[src/rtl/core/deq_pkg.sv]
// shared types and codes for the double-ended queue
package deq_pkg;

    localparam int OP_W   = 3;
    localparam int VAL_W  = 32;
    localparam int POS_W  = 8;
    localparam int STAT_W = 2;
    localparam int CNT_W  = 7;

    localparam logic [OP_W-1:0] OP_PUSH_FRONT = 3'd0;
    localparam logic [OP_W-1:0] OP_PUSH_BACK  = 3'd1;
    localparam logic [OP_W-1:0] OP_POP_FRONT  = 3'd2;
    localparam logic [OP_W-1:0] OP_POP_BACK   = 3'd3;
    localparam logic [OP_W-1:0] OP_INDEX      = 3'd4;
    localparam logic [OP_W-1:0] OP_RANGE      = 3'd5;

    localparam logic [STAT_W-1:0] ST_OK    = 2'd0;
    localparam logic [STAT_W-1:0] ST_EMPTY = 2'd1;
    localparam logic [STAT_W-1:0] ST_FULL  = 2'd2;

    typedef struct packed {
        logic capture;
        logic exec;
        logic range_step;
    } t_dp_cmd;

    typedef struct packed {
        logic range_go;
        logic range_done;
    } t_dp_status;

endpackage

[src/rtl/core/double_ended_queue.sv]
// top level of the bounded double-ended queue
//
// command channel: an operation is taken at a rising edge with start high
// and busy low; operation, item_value, position and range_stop are sampled
// in that same edge.
// result channel: each result sits on the o_ ports for one cycle with
// o_strobe high; the receiver cannot hold it off, so no stall exists.
// push front/back, pop front/back and index each give one result beat with
// o_last set. o_strobe rises as the sequencer leaves the execute state,
// and busy drops together with it, so a new command is taken only once
// the previous result is out. a range of n elements gives n beats on
// consecutive cycles, the last one flagged; the first beat follows the
// execute state and the first range step; busy holds through execute
// and the whole range walk. an empty or out-of-bounds range gives a
// single status beat like the other operations. the execute state does
// decode and position arithmetic, and the registered ring read of single ops.
// reset (synchronous, active low) empties the queue: front pointer and
// count go to zero, the sequencer idles and no strobe is shown. slot
// contents are not cleared; only stored entries are ever read.
module double_ended_queue #(
    parameter int DEPTH       = 64,
    parameter int VALUE_WIDTH = 32
) (
    input  logic                                i_clk,
    input  logic                                i_rst_n,
    input  logic                                start,
    output logic                                busy,
    input  logic        [deq_pkg::OP_W-1:0]     i_operation,
    input  logic        [deq_pkg::VAL_W-1:0]    i_item_value,
    input  logic signed [deq_pkg::POS_W-1:0]    i_position,
    input  logic signed [deq_pkg::POS_W-1:0]    i_range_stop,
    output logic                                o_strobe,
    output logic        [deq_pkg::VAL_W-1:0]    o_result_value,
    output logic        [deq_pkg::STAT_W-1:0]   o_status,
    output logic        [deq_pkg::CNT_W-1:0]    o_stored_count,
    output logic        [deq_pkg::CNT_W-1:0]    o_range_count,
    output logic                                o_last
);
    import deq_pkg::*;

    // commands from the sequencer, status back from the datapath
    t_dp_cmd    w_cmd;
    t_dp_status w_dp_status;

    // sequencer: idle -> execute -> (range walk) -> idle
    deq_ctrl u_ctrl (
        .i_clk    (i_clk),
        .i_rst_n  (i_rst_n),
        .start    (start),
        .busy     (busy),
        .o_cmd    (w_cmd),
        .i_status (w_dp_status)
    );

    // ring memory, pointers and result registers
    deq_dpath #(
        .DEPTH       (DEPTH),
        .VALUE_WIDTH (VALUE_WIDTH)
    ) u_dpath (
        .i_clk          (i_clk),
        .i_rst_n        (i_rst_n),
        .i_cmd          (w_cmd),
        .o_status_ctl   (w_dp_status),
        .i_operation    (i_operation),
        .i_item_value   (i_item_value),
        .i_position     (i_position),
        .i_range_stop   (i_range_stop),
        .o_strobe       (o_strobe),
        .o_result_value (o_result_value),
        .o_status       (o_status),
        .o_stored_count (o_stored_count),
        .o_range_count  (o_range_count),
        .o_last         (o_last)
    );

endmodule

[src/rtl/core/deq_ctrl.sv]
// sequencer for the double-ended queue: idle, execute, range walk
module deq_ctrl (
    input  logic                i_clk,
    input  logic                i_rst_n,
    input  logic                start,
    output logic                busy,
    output deq_pkg::t_dp_cmd    o_cmd,
    input  deq_pkg::t_dp_status i_status
);
    import deq_pkg::*;

    localparam logic [1:0] S_IDLE  = 2'd0;
    localparam logic [1:0] S_EXEC  = 2'd1;
    localparam logic [1:0] S_RANGE = 2'd2;

    logic [1:0] r_state;
    logic [1:0] n_state;

    always_comb begin
        n_state          = r_state;
        o_cmd.capture    = 1'b0;
        o_cmd.exec       = 1'b0;
        o_cmd.range_step = 1'b0;
        unique case (r_state)
            S_IDLE: begin
                if (start) begin
                    o_cmd.capture = 1'b1;
                    n_state       = S_EXEC;
                end
            end
            S_EXEC: begin
                o_cmd.exec = 1'b1;
                n_state    = i_status.range_go ? S_RANGE : S_IDLE;
            end
            S_RANGE: begin
                o_cmd.range_step = 1'b1;
                if (i_status.range_done) begin
                    n_state = S_IDLE;
                end
            end
            default: begin
                n_state = S_IDLE;
            end
        endcase
    end

    always_ff @(posedge i_clk) begin
        if (!i_rst_n) begin
            r_state <= S_IDLE;
        end else begin
            r_state <= n_state;
        end
    end

    assign busy = (r_state != S_IDLE);

endmodule

[src/rtl/core/deq_dpath.sv]
// ring storage, pointers, position arithmetic and result registers
module deq_dpath #(
    parameter int DEPTH       = 64,
    parameter int VALUE_WIDTH = 32
) (
    input  logic                                i_clk,
    input  logic                                i_rst_n,
    input  deq_pkg::t_dp_cmd                    i_cmd,
    output deq_pkg::t_dp_status                 o_status_ctl,
    input  logic        [deq_pkg::OP_W-1:0]     i_operation,
    input  logic        [deq_pkg::VAL_W-1:0]    i_item_value,
    input  logic signed [deq_pkg::POS_W-1:0]    i_position,
    input  logic signed [deq_pkg::POS_W-1:0]    i_range_stop,
    output logic                                o_strobe,
    output logic        [deq_pkg::VAL_W-1:0]    o_result_value,
    output logic        [deq_pkg::STAT_W-1:0]   o_status,
    output logic        [deq_pkg::CNT_W-1:0]    o_stored_count,
    output logic        [deq_pkg::CNT_W-1:0]    o_range_count,
    output logic                                o_last
);
    import deq_pkg::*;

    localparam int AW = $clog2(DEPTH);
    localparam int NW = $clog2(DEPTH + 1);
    localparam int SW = (VALUE_WIDTH < VAL_W) ? VALUE_WIDTH : VAL_W;

    function automatic logic [AW-1:0] ring(input logic [AW-1:0] base,
                                           input logic [AW-1:0] off);
        logic [AW:0] sum;
        sum = {1'b0, base} + {1'b0, off};
        if (sum >= (AW+1)'(DEPTH)) begin
            sum = sum - (AW+1)'(DEPTH);
        end
        return sum[AW-1:0];
    endfunction

    logic [SW-1:0] r_mem [DEPTH];

    logic        [OP_W-1:0]   r_op;
    logic        [SW-1:0]     r_val;
    logic signed [POS_W-1:0]  r_pos;
    logic signed [POS_W-1:0]  r_stop;
    logic        [AW-1:0]     r_front;
    logic        [NW-1:0]     r_count;
    logic        [AW-1:0]     r_addr;
    logic        [NW-1:0]     r_left;
    logic        [NW-1:0]     r_rcnt;
    logic                     r_strobe;
    logic                     r_last;
    logic        [STAT_W-1:0] r_status;
    logic        [SW-1:0]     r_data;

    logic signed [8:0] w_n;
    logic signed [8:0] w_p;
    logic signed [8:0] w_e0;
    logic signed [8:0] w_s;
    logic signed [8:0] w_e;
    logic signed [8:0] w_cnt9;
    logic              w_idx_ok;
    logic              w_rng_ok;
    logic              w_full;
    logic              w_empty;
    logic [NW-1:0]     w_cnt_m1;
    logic [AW-1:0]     w_front_dec;
    logic [AW-1:0]     w_front_inc;
    logic [AW-1:0]     w_addr_inc;
    logic [AW-1:0]     w_off;
    logic [AW-1:0]     w_ring;
    logic [AW-1:0]     w_wr_addr;
    logic [AW-1:0]     w_rd_addr;
    logic [STAT_W-1:0] w_status;
    logic              w_rd_dec;
    logic              w_wr_dec;
    logic              w_range_go;
    logic [AW-1:0]     w_front_nxt;
    logic [NW-1:0]     w_count_nxt;
    logic              w_rd_en;
    logic              w_wr_en;

    // position arithmetic on 9-bit signed values
    assign w_n      = $signed(9'(r_count));
    assign w_p      = r_pos[POS_W-1] ? ({r_pos[POS_W-1], r_pos} + w_n)
                                     : {r_pos[POS_W-1], r_pos};
    assign w_e0     = r_stop[POS_W-1] ? ({r_stop[POS_W-1], r_stop} + w_n)
                                      : {r_stop[POS_W-1], r_stop};
    assign w_s      = w_p[8] ? 9'sd0 : w_p;
    assign w_e      = (w_e0 >= w_n) ? (w_n - 9'sd1) : w_e0;
    assign w_cnt9   = w_e - w_s + 9'sd1;
    assign w_idx_ok = !w_p[8] && (w_p < w_n);
    assign w_rng_ok = (w_n != 9'sd0) && !(w_s > w_e) && (w_s < w_n);

    assign w_full      = (r_count == NW'(DEPTH));
    assign w_empty     = (r_count == '0);
    assign w_cnt_m1    = r_count - NW'(1);
    assign w_front_dec = (r_front == '0) ? AW'(DEPTH - 1) : (r_front - AW'(1));
    assign w_front_inc = ring(r_front, AW'(1));
    assign w_addr_inc  = (r_addr == AW'(DEPTH - 1)) ? '0 : (r_addr + AW'(1));
    assign w_ring      = ring(r_front, w_off);
    // push front writes below the front entry, everything else at the ring offset
    assign w_wr_addr   = (r_op == OP_PUSH_FRONT) ? w_front_dec : w_ring;

    always_comb begin
        w_off       = '0;
        w_status    = ST_EMPTY;
        w_rd_dec    = 1'b0;
        w_wr_dec    = 1'b0;
        w_range_go  = 1'b0;
        w_front_nxt = r_front;
        w_count_nxt = r_count;
        unique case (r_op)
            OP_PUSH_FRONT: begin
                w_status  = w_full ? ST_FULL : ST_OK;
                w_wr_dec  = !w_full;
                if (!w_full) begin
                    w_front_nxt = w_front_dec;
                    w_count_nxt = r_count + NW'(1);
                end
            end
            OP_PUSH_BACK: begin
                w_off    = r_count[AW-1:0];
                w_status = w_full ? ST_FULL : ST_OK;
                w_wr_dec = !w_full;
                if (!w_full) begin
                    w_count_nxt = r_count + NW'(1);
                end
            end
            OP_POP_FRONT: begin
                w_status = w_empty ? ST_EMPTY : ST_OK;
                w_rd_dec = !w_empty;
                if (!w_empty) begin
                    w_front_nxt = w_front_inc;
                    w_count_nxt = w_cnt_m1;
                end
            end
            OP_POP_BACK: begin
                w_off    = w_cnt_m1[AW-1:0];
                w_status = w_empty ? ST_EMPTY : ST_OK;
                w_rd_dec = !w_empty;
                if (!w_empty) begin
                    w_count_nxt = w_cnt_m1;
                end
            end
            OP_INDEX: begin
                w_off    = w_p[AW-1:0];
                w_status = w_idx_ok ? ST_OK : ST_EMPTY;
                w_rd_dec = w_idx_ok;
            end
            OP_RANGE: begin
                w_off      = w_s[AW-1:0];
                w_status   = w_rng_ok ? ST_OK : ST_EMPTY;
                w_range_go = w_rng_ok;
            end
            default: begin
                w_status = ST_EMPTY;
            end
        endcase
    end

    assign w_rd_en   = (i_cmd.exec && w_rd_dec) || i_cmd.range_step;
    assign w_wr_en   = i_cmd.exec && w_wr_dec;
    assign w_rd_addr = i_cmd.range_step ? r_addr : w_ring;

    // ring memory, registered read
    always_ff @(posedge i_clk) begin
        if (w_wr_en) begin
            r_mem[w_wr_addr] <= r_val;
        end
        if (w_rd_en) begin
            r_data <= r_mem[w_rd_addr];
        end else if (i_cmd.exec) begin
            r_data <= '0;
        end
    end

    // operand capture and payload of the result
    always_ff @(posedge i_clk) begin
        if (i_cmd.capture) begin
            r_op   <= i_operation;
            r_val  <= i_item_value[SW-1:0];
            r_pos  <= i_position;
            r_stop <= i_range_stop;
        end
        if (i_cmd.exec) begin
            r_status <= w_status;
            r_last   <= 1'b1;
            r_rcnt   <= '0;
            if (w_range_go) begin
                r_addr <= w_ring;
                r_left <= w_cnt9[NW-1:0];
                r_rcnt <= w_cnt9[NW-1:0];
            end
        end
        if (i_cmd.range_step) begin
            r_status <= ST_OK;
            r_last   <= (r_left == NW'(1));
            r_addr   <= w_addr_inc;
            r_left   <= r_left - NW'(1);
        end
    end

    // control state
    always_ff @(posedge i_clk) begin
        if (!i_rst_n) begin
            r_front  <= '0;
            r_count  <= '0;
            r_strobe <= 1'b0;
        end else begin
            r_strobe <= (i_cmd.exec && !w_range_go) || i_cmd.range_step;
            if (i_cmd.exec) begin
                r_front <= w_front_nxt;
                r_count <= w_count_nxt;
            end
        end
    end

    assign o_status_ctl.range_go   = w_range_go;
    assign o_status_ctl.range_done = (r_left == NW'(1));

    assign o_strobe       = r_strobe;
    assign o_result_value = VAL_W'(r_data);
    assign o_status       = r_status;
    assign o_stored_count = CNT_W'(r_count);
    assign o_range_count  = CNT_W'(r_rcnt);
    assign o_last         = r_last;

endmodule

[config.mk]
export PLATFORM = sky130hd
export DESIGN_NAME = double_ended_queue
export DESIGN_NICKNAME = d
export VERILOG_FILES = /design/src/rtl/core/deq_pkg.sv /design/src/rtl/core/double_ended_queue.sv /design/src/rtl/core/deq_ctrl.sv /design/src/rtl/core/deq_dpath.sv
export SDC_FILE = /design/constraint.sdc
export NUM_CORES = 2
export LEC_CHECK = 0
export BUFFER_PORTS_ARGS = -buffer_cell sky130_fd_sc_hd__buf_4
export CAP_MARGIN = 10
export CORE_MARGIN = 4
export CORE_UTILIZATION = 39
export CTS_BUF_LIST = sky130_fd_sc_hd__clkbuf_4 sky130_fd_sc_hd__clkbuf_8 sky130_fd_sc_hd__clkbuf_16
export CTS_CLUSTER_SIZE = 28
export DETAILED_ROUTE_END_ITERATION = 8
export GPL_ROUTABILITY_DRIVEN = 0
export SETUP_SLACK_MARGIN = 0.4
export SLEW_MARGIN = 40
export SYNTH_ARGS = -nofsm -noshare
export SYNTH_HDL_FRONTEND = slang
export SYNTH_SLANG_ARGS = --single-unit
export TNS_END_PERCENT = 100
[constraint.sdc]
create_clock -name i_clk -period 7.9 [get_ports i_clk]
set_input_delay 0 -clock i_clk [delete_from_list [all_inputs] [get_ports i_clk]]
set_output_delay 0 -clock i_clk [all_outputs]
set_load 0.005 [all_outputs]
==> impl_metrics.yaml <==
detailed_routing:
  viasPerCell: 5.61
  drt_iter0_drc: 5273
  wl_per_cell_um: 28.9
  wl_um: 226000
  antenna_left: 0
  firstDrtPassIters: 5
  drcViolationCount: 0
  vias: 43800
pwr:
  power_frac_clock: 0.387
  cell_internal_pwr_mw: 19.6
  p_switching_mw: 6.09
  p_leak_nw: 34.4
  ir_drop_uv: 250
  switching_share: 0.237
  pwr-share-seq: 0.497
  combPwrFrac: 0.115
  power_density_nw_per_um2: 254
synthesis:
  avgSynthCellArea_um2: 20.4
  synth_nets: 4377
  yosysSeqAreaShare: 0.750
  synth_top_area_frac: 0.745
  synth-async-reset-ratio: 0
  synth_area_leaders: "edfxtp_1, mux4_2, mux2i_1"
  yosys-top-cells-count: "edfxtp_1, mux2i_1, mux4_2"
  synth-edff-count: 2152
  ys_ff_latch: 2170
  ys_types: 68
  syn_inst: 4254
  yosysTopAreaCell: "edfxtp_1"
  syn-cell-area_um2: 86700
  synth.most_common_cell: "edfxtp_1"
  yosysWarnings: 0
  ys.flop_type: "edfxtp_1"
clock_network:
  h-tree-depth: 4
  cts_tree: "built"
  cts_buffers: 213
  cts.path.max_buffers: 3
  cts.sinks: 2170
  root_buffer: "clkbuf_16"
  clk_pin_slew_ns: 0.06
  clk-insertion-delay-late_ns: 0.86
grt:
  grt_pass1_vias: 43900
  antenna_found_initial: 18
  grt_max_degree: 98
  grt_usage: 0.195
  grt_pass1_wl_um: 324000
  grt_overflow: 0
placed_design:
  dp.cells: 7303
  io_buffers: 104
  dpl.hpwl_um: 133000
  place_ws_ns: 0.992
final_layout:
  fillers: 18500
  final_nets: 4793
  layout-drive-gt1-share: 0.259
  area_delta_synth_final_pct: 16.5
  fin_cells: 7821
  multiInputGateArea_um2: 21100
  ff_latch_area_um2: 65000
setup_path:
  endpoint_kind: "flop"
  r2r_cells: 19
  start_kind: "flop"
  crit_type: "reg -> reg"
  crit_chain: "ha_1 -> fa_1 -> a211o_1 -> o211ai_1 -> a22o_1 -> nand2_1 -> nand2_1 -> o22ai_1 -> ha_1 -> fa_1 -> xnor2_1 -> a21o_4 -> buf_12 -> buf_4 -> buf_4 -> mux2_2 -> o21ai_0 -> o211ai_1 -> and3_1"
  critPathRequiredTime_ns: 8.51
  worstPathArrival_ns: 7.49
  slowest_delay_ns: 0.56
  crit_slowest_cell: "a21o_4"
  r2r_start: "u_dpath.o_stored_count[0]"
  r2r-end: "u_dpath.o_result_value[19]"
  cp_max_fo: 36
  reg2reg_slack_ns: 1.02
worst_hold_path:
  worst_hold_path_type: "in -> reg"
  holdPathStages: 4
  holdCritStartpoint: "i_rst_n"
  whs_endpoint: "u_dpath.o_strobe"
floorplanning:
  pin_count: 105
  core_um2: 220000
  die_area_um2: 230000
  die_height_um: 479
  dieWidth_um: 479
  num_rows: 172
  start_util: 0.393
sta:
  clock-skew-final_ns: 0.0370
  tightest_slew_ns: 0.872
  finalCriticalPeriod_ns: 6.88
  fin_ws_ns: 1.02
  finalHoldViolCount: 0
  clock.fmax_mhz: 145
  slew_violations: 0
  fin_crit_sh: 0.871
  setup_violations: 0
  rsz0062_at_grt: "no"
  hold-worst-slack_ns: 0.176
  setup-tns-final_ns: 0
  slew_headroom: 0.418
run:
  maxCapViolCount: 0
outcome:
  status: "completed"
## per-layer routing
metal / track usage / up-vias / share of wire
met5: 0 / - / 0.00018
li1: - / 18400 / -
met1: 0.285 / 23400 / 0.43
met4: 0.0581 / 6 / 0.031
met2: 0.301 / 1784 / 0.46
met3: 0.0330 / 286 / 0.076
## critical path: cells and delay by family (launching register included)
kind	cells	cell delay, ns
AOI/OAI and AO/OA	7	2.24
adders and majority gates	4	1.43
buffers and inverters	3	1.08
and+or+nand+nor	3	0.52
DFF	1	0.47
xor gates and xnor gates	1	0.46
muxes	1	0.36
## final cells by class
cell class / count / share of cell area
Antenna cell: 11 / 0.000272
Clock buffer: 268 / 0.0578
Clock inverter: 129 / 0.0106
Inverter: 49 / 0.00182
Multi-Input combinational cell: 1813 / 0.209
Sequential cell: 2170 / 0.643
Tap cell: 2958 / 0.0366
Timing Repair Buffer: 423 / 0.0408
## cell families after synthesis
family | count (synthesis) | share of synthesized area
AOI/OAI and AO/OA | 326 | 0.0254
xor gates and xnor gates | 39 | 0.00394
buffers and inverters | 271 | 0.0138
muxes | 977 | 0.175
and+or+nand+nor | 400 | 0.0220
DFF | 2170 | 0.750
adders and majority gates | 71 | 0.0106
## sequential cells by signal, indices dropped and copies added, names as in the netlist
| name | flops |
|---|---|
| u_dpath.r_mem | 2048 |
| u_dpath.o_last | 1 |
| u_dpath.o_range_count | 7 |
| u_dpath.o_strobe | 1 |
| u_dpath.r_pos | 8 |
| u_dpath.r_stop | 8 |
| u_ctrl.r_state | 2 |
| u_dpath.r_front | 6 |
| u_dpath.r_op | 3 |
| u_dpath.r_left | 7 |
| u_dpath.o_result_value | 32 |
| u_dpath.r_val | 32 |
| u_dpath.o_status | 2 |
| u_dpath.r_addr | 6 |
| u_dpath.o_stored_count | 7 |
## timing repair
action	in CTS	in global routing
hold endpoints to repair	67	0
resized for setup	0	0
setup buffers	0	0
hold buffers	106	0
## power groups by stage
stage	Sequential (mW)	Clock, mW	Combinational (mW)
after detailed placement	13.0	0	2.93
after CTS	12.8	10.1	2.98
after floorplan	13.1	0	1.78
after global routing	12.8	10.6	3.14
after global placement	13.0	0	2.90
final	12.8	9.96	2.96
## worst max-delay path by stage
stage                                            end  cells after the start                      start
after floorplan                    u_dpath.r_addr[0]                     22  u_dpath.o_stored_count[0]
after global placement    u_dpath.o_result_value[19]                     19  u_dpath.o_stored_count[0]
after detailed placement  u_dpath.o_result_value[19]                     19  u_dpath.o_stored_count[0]
after CTS                 u_dpath.o_result_value[19]                     19  u_dpath.o_stored_count[0]
after global routing      u_dpath.o_result_value[28]                     19  u_dpath.o_stored_count[0]
final                     u_dpath.o_result_value[19]                     19  u_dpath.o_stored_count[0]
## layout by cell type, fill, tap and decap left out, types with 33 or more instances in the layout
master | synthesis | final
mux4_2 | 419 | 419
ha_1 | 64 | 63
o22ai_1 | 46 | 46
edfxtp_1 | 2152 | 2152
and3_1 | 36 | 36
clkbuf_16 | 0 | 218
o211ai_1 | 67 | 67
clkbuf_4 | 0 | 47
mux2i_1 | 458 | 456
nor2_4 | 0 | 65
clkinv_2 | 0 | 33
dlygate4sd3_1 | 0 | 106
mux2_2 | 100 | 100
clkinv_1 | 0 | 64
inv_1 | 48 | 48
nand2_1 | 121 | 121
or3_1 | 41 | 41
a21oi_1 | 41 | 41
o2bb2ai_1 | 34 | 34
o21ai_0 | 62 | 62
nor2_1 | 115 | 50
buf_4 | 7 | 257
## through the flow
step / utilization / power [mW] / area, µm²
after global placement: 0.419 / 15.9 / 92400
after CTS: 0.458 / 25.9 / 101000
after floorplan: - / 14.9 / 86700
after detailed placement: 0.422 / 16.0 / 92900
final: 0.458 / 25.7 / 101000
after global routing: 0.458 / 26.6 / 101000
Power figures use the tool's default switching activity.
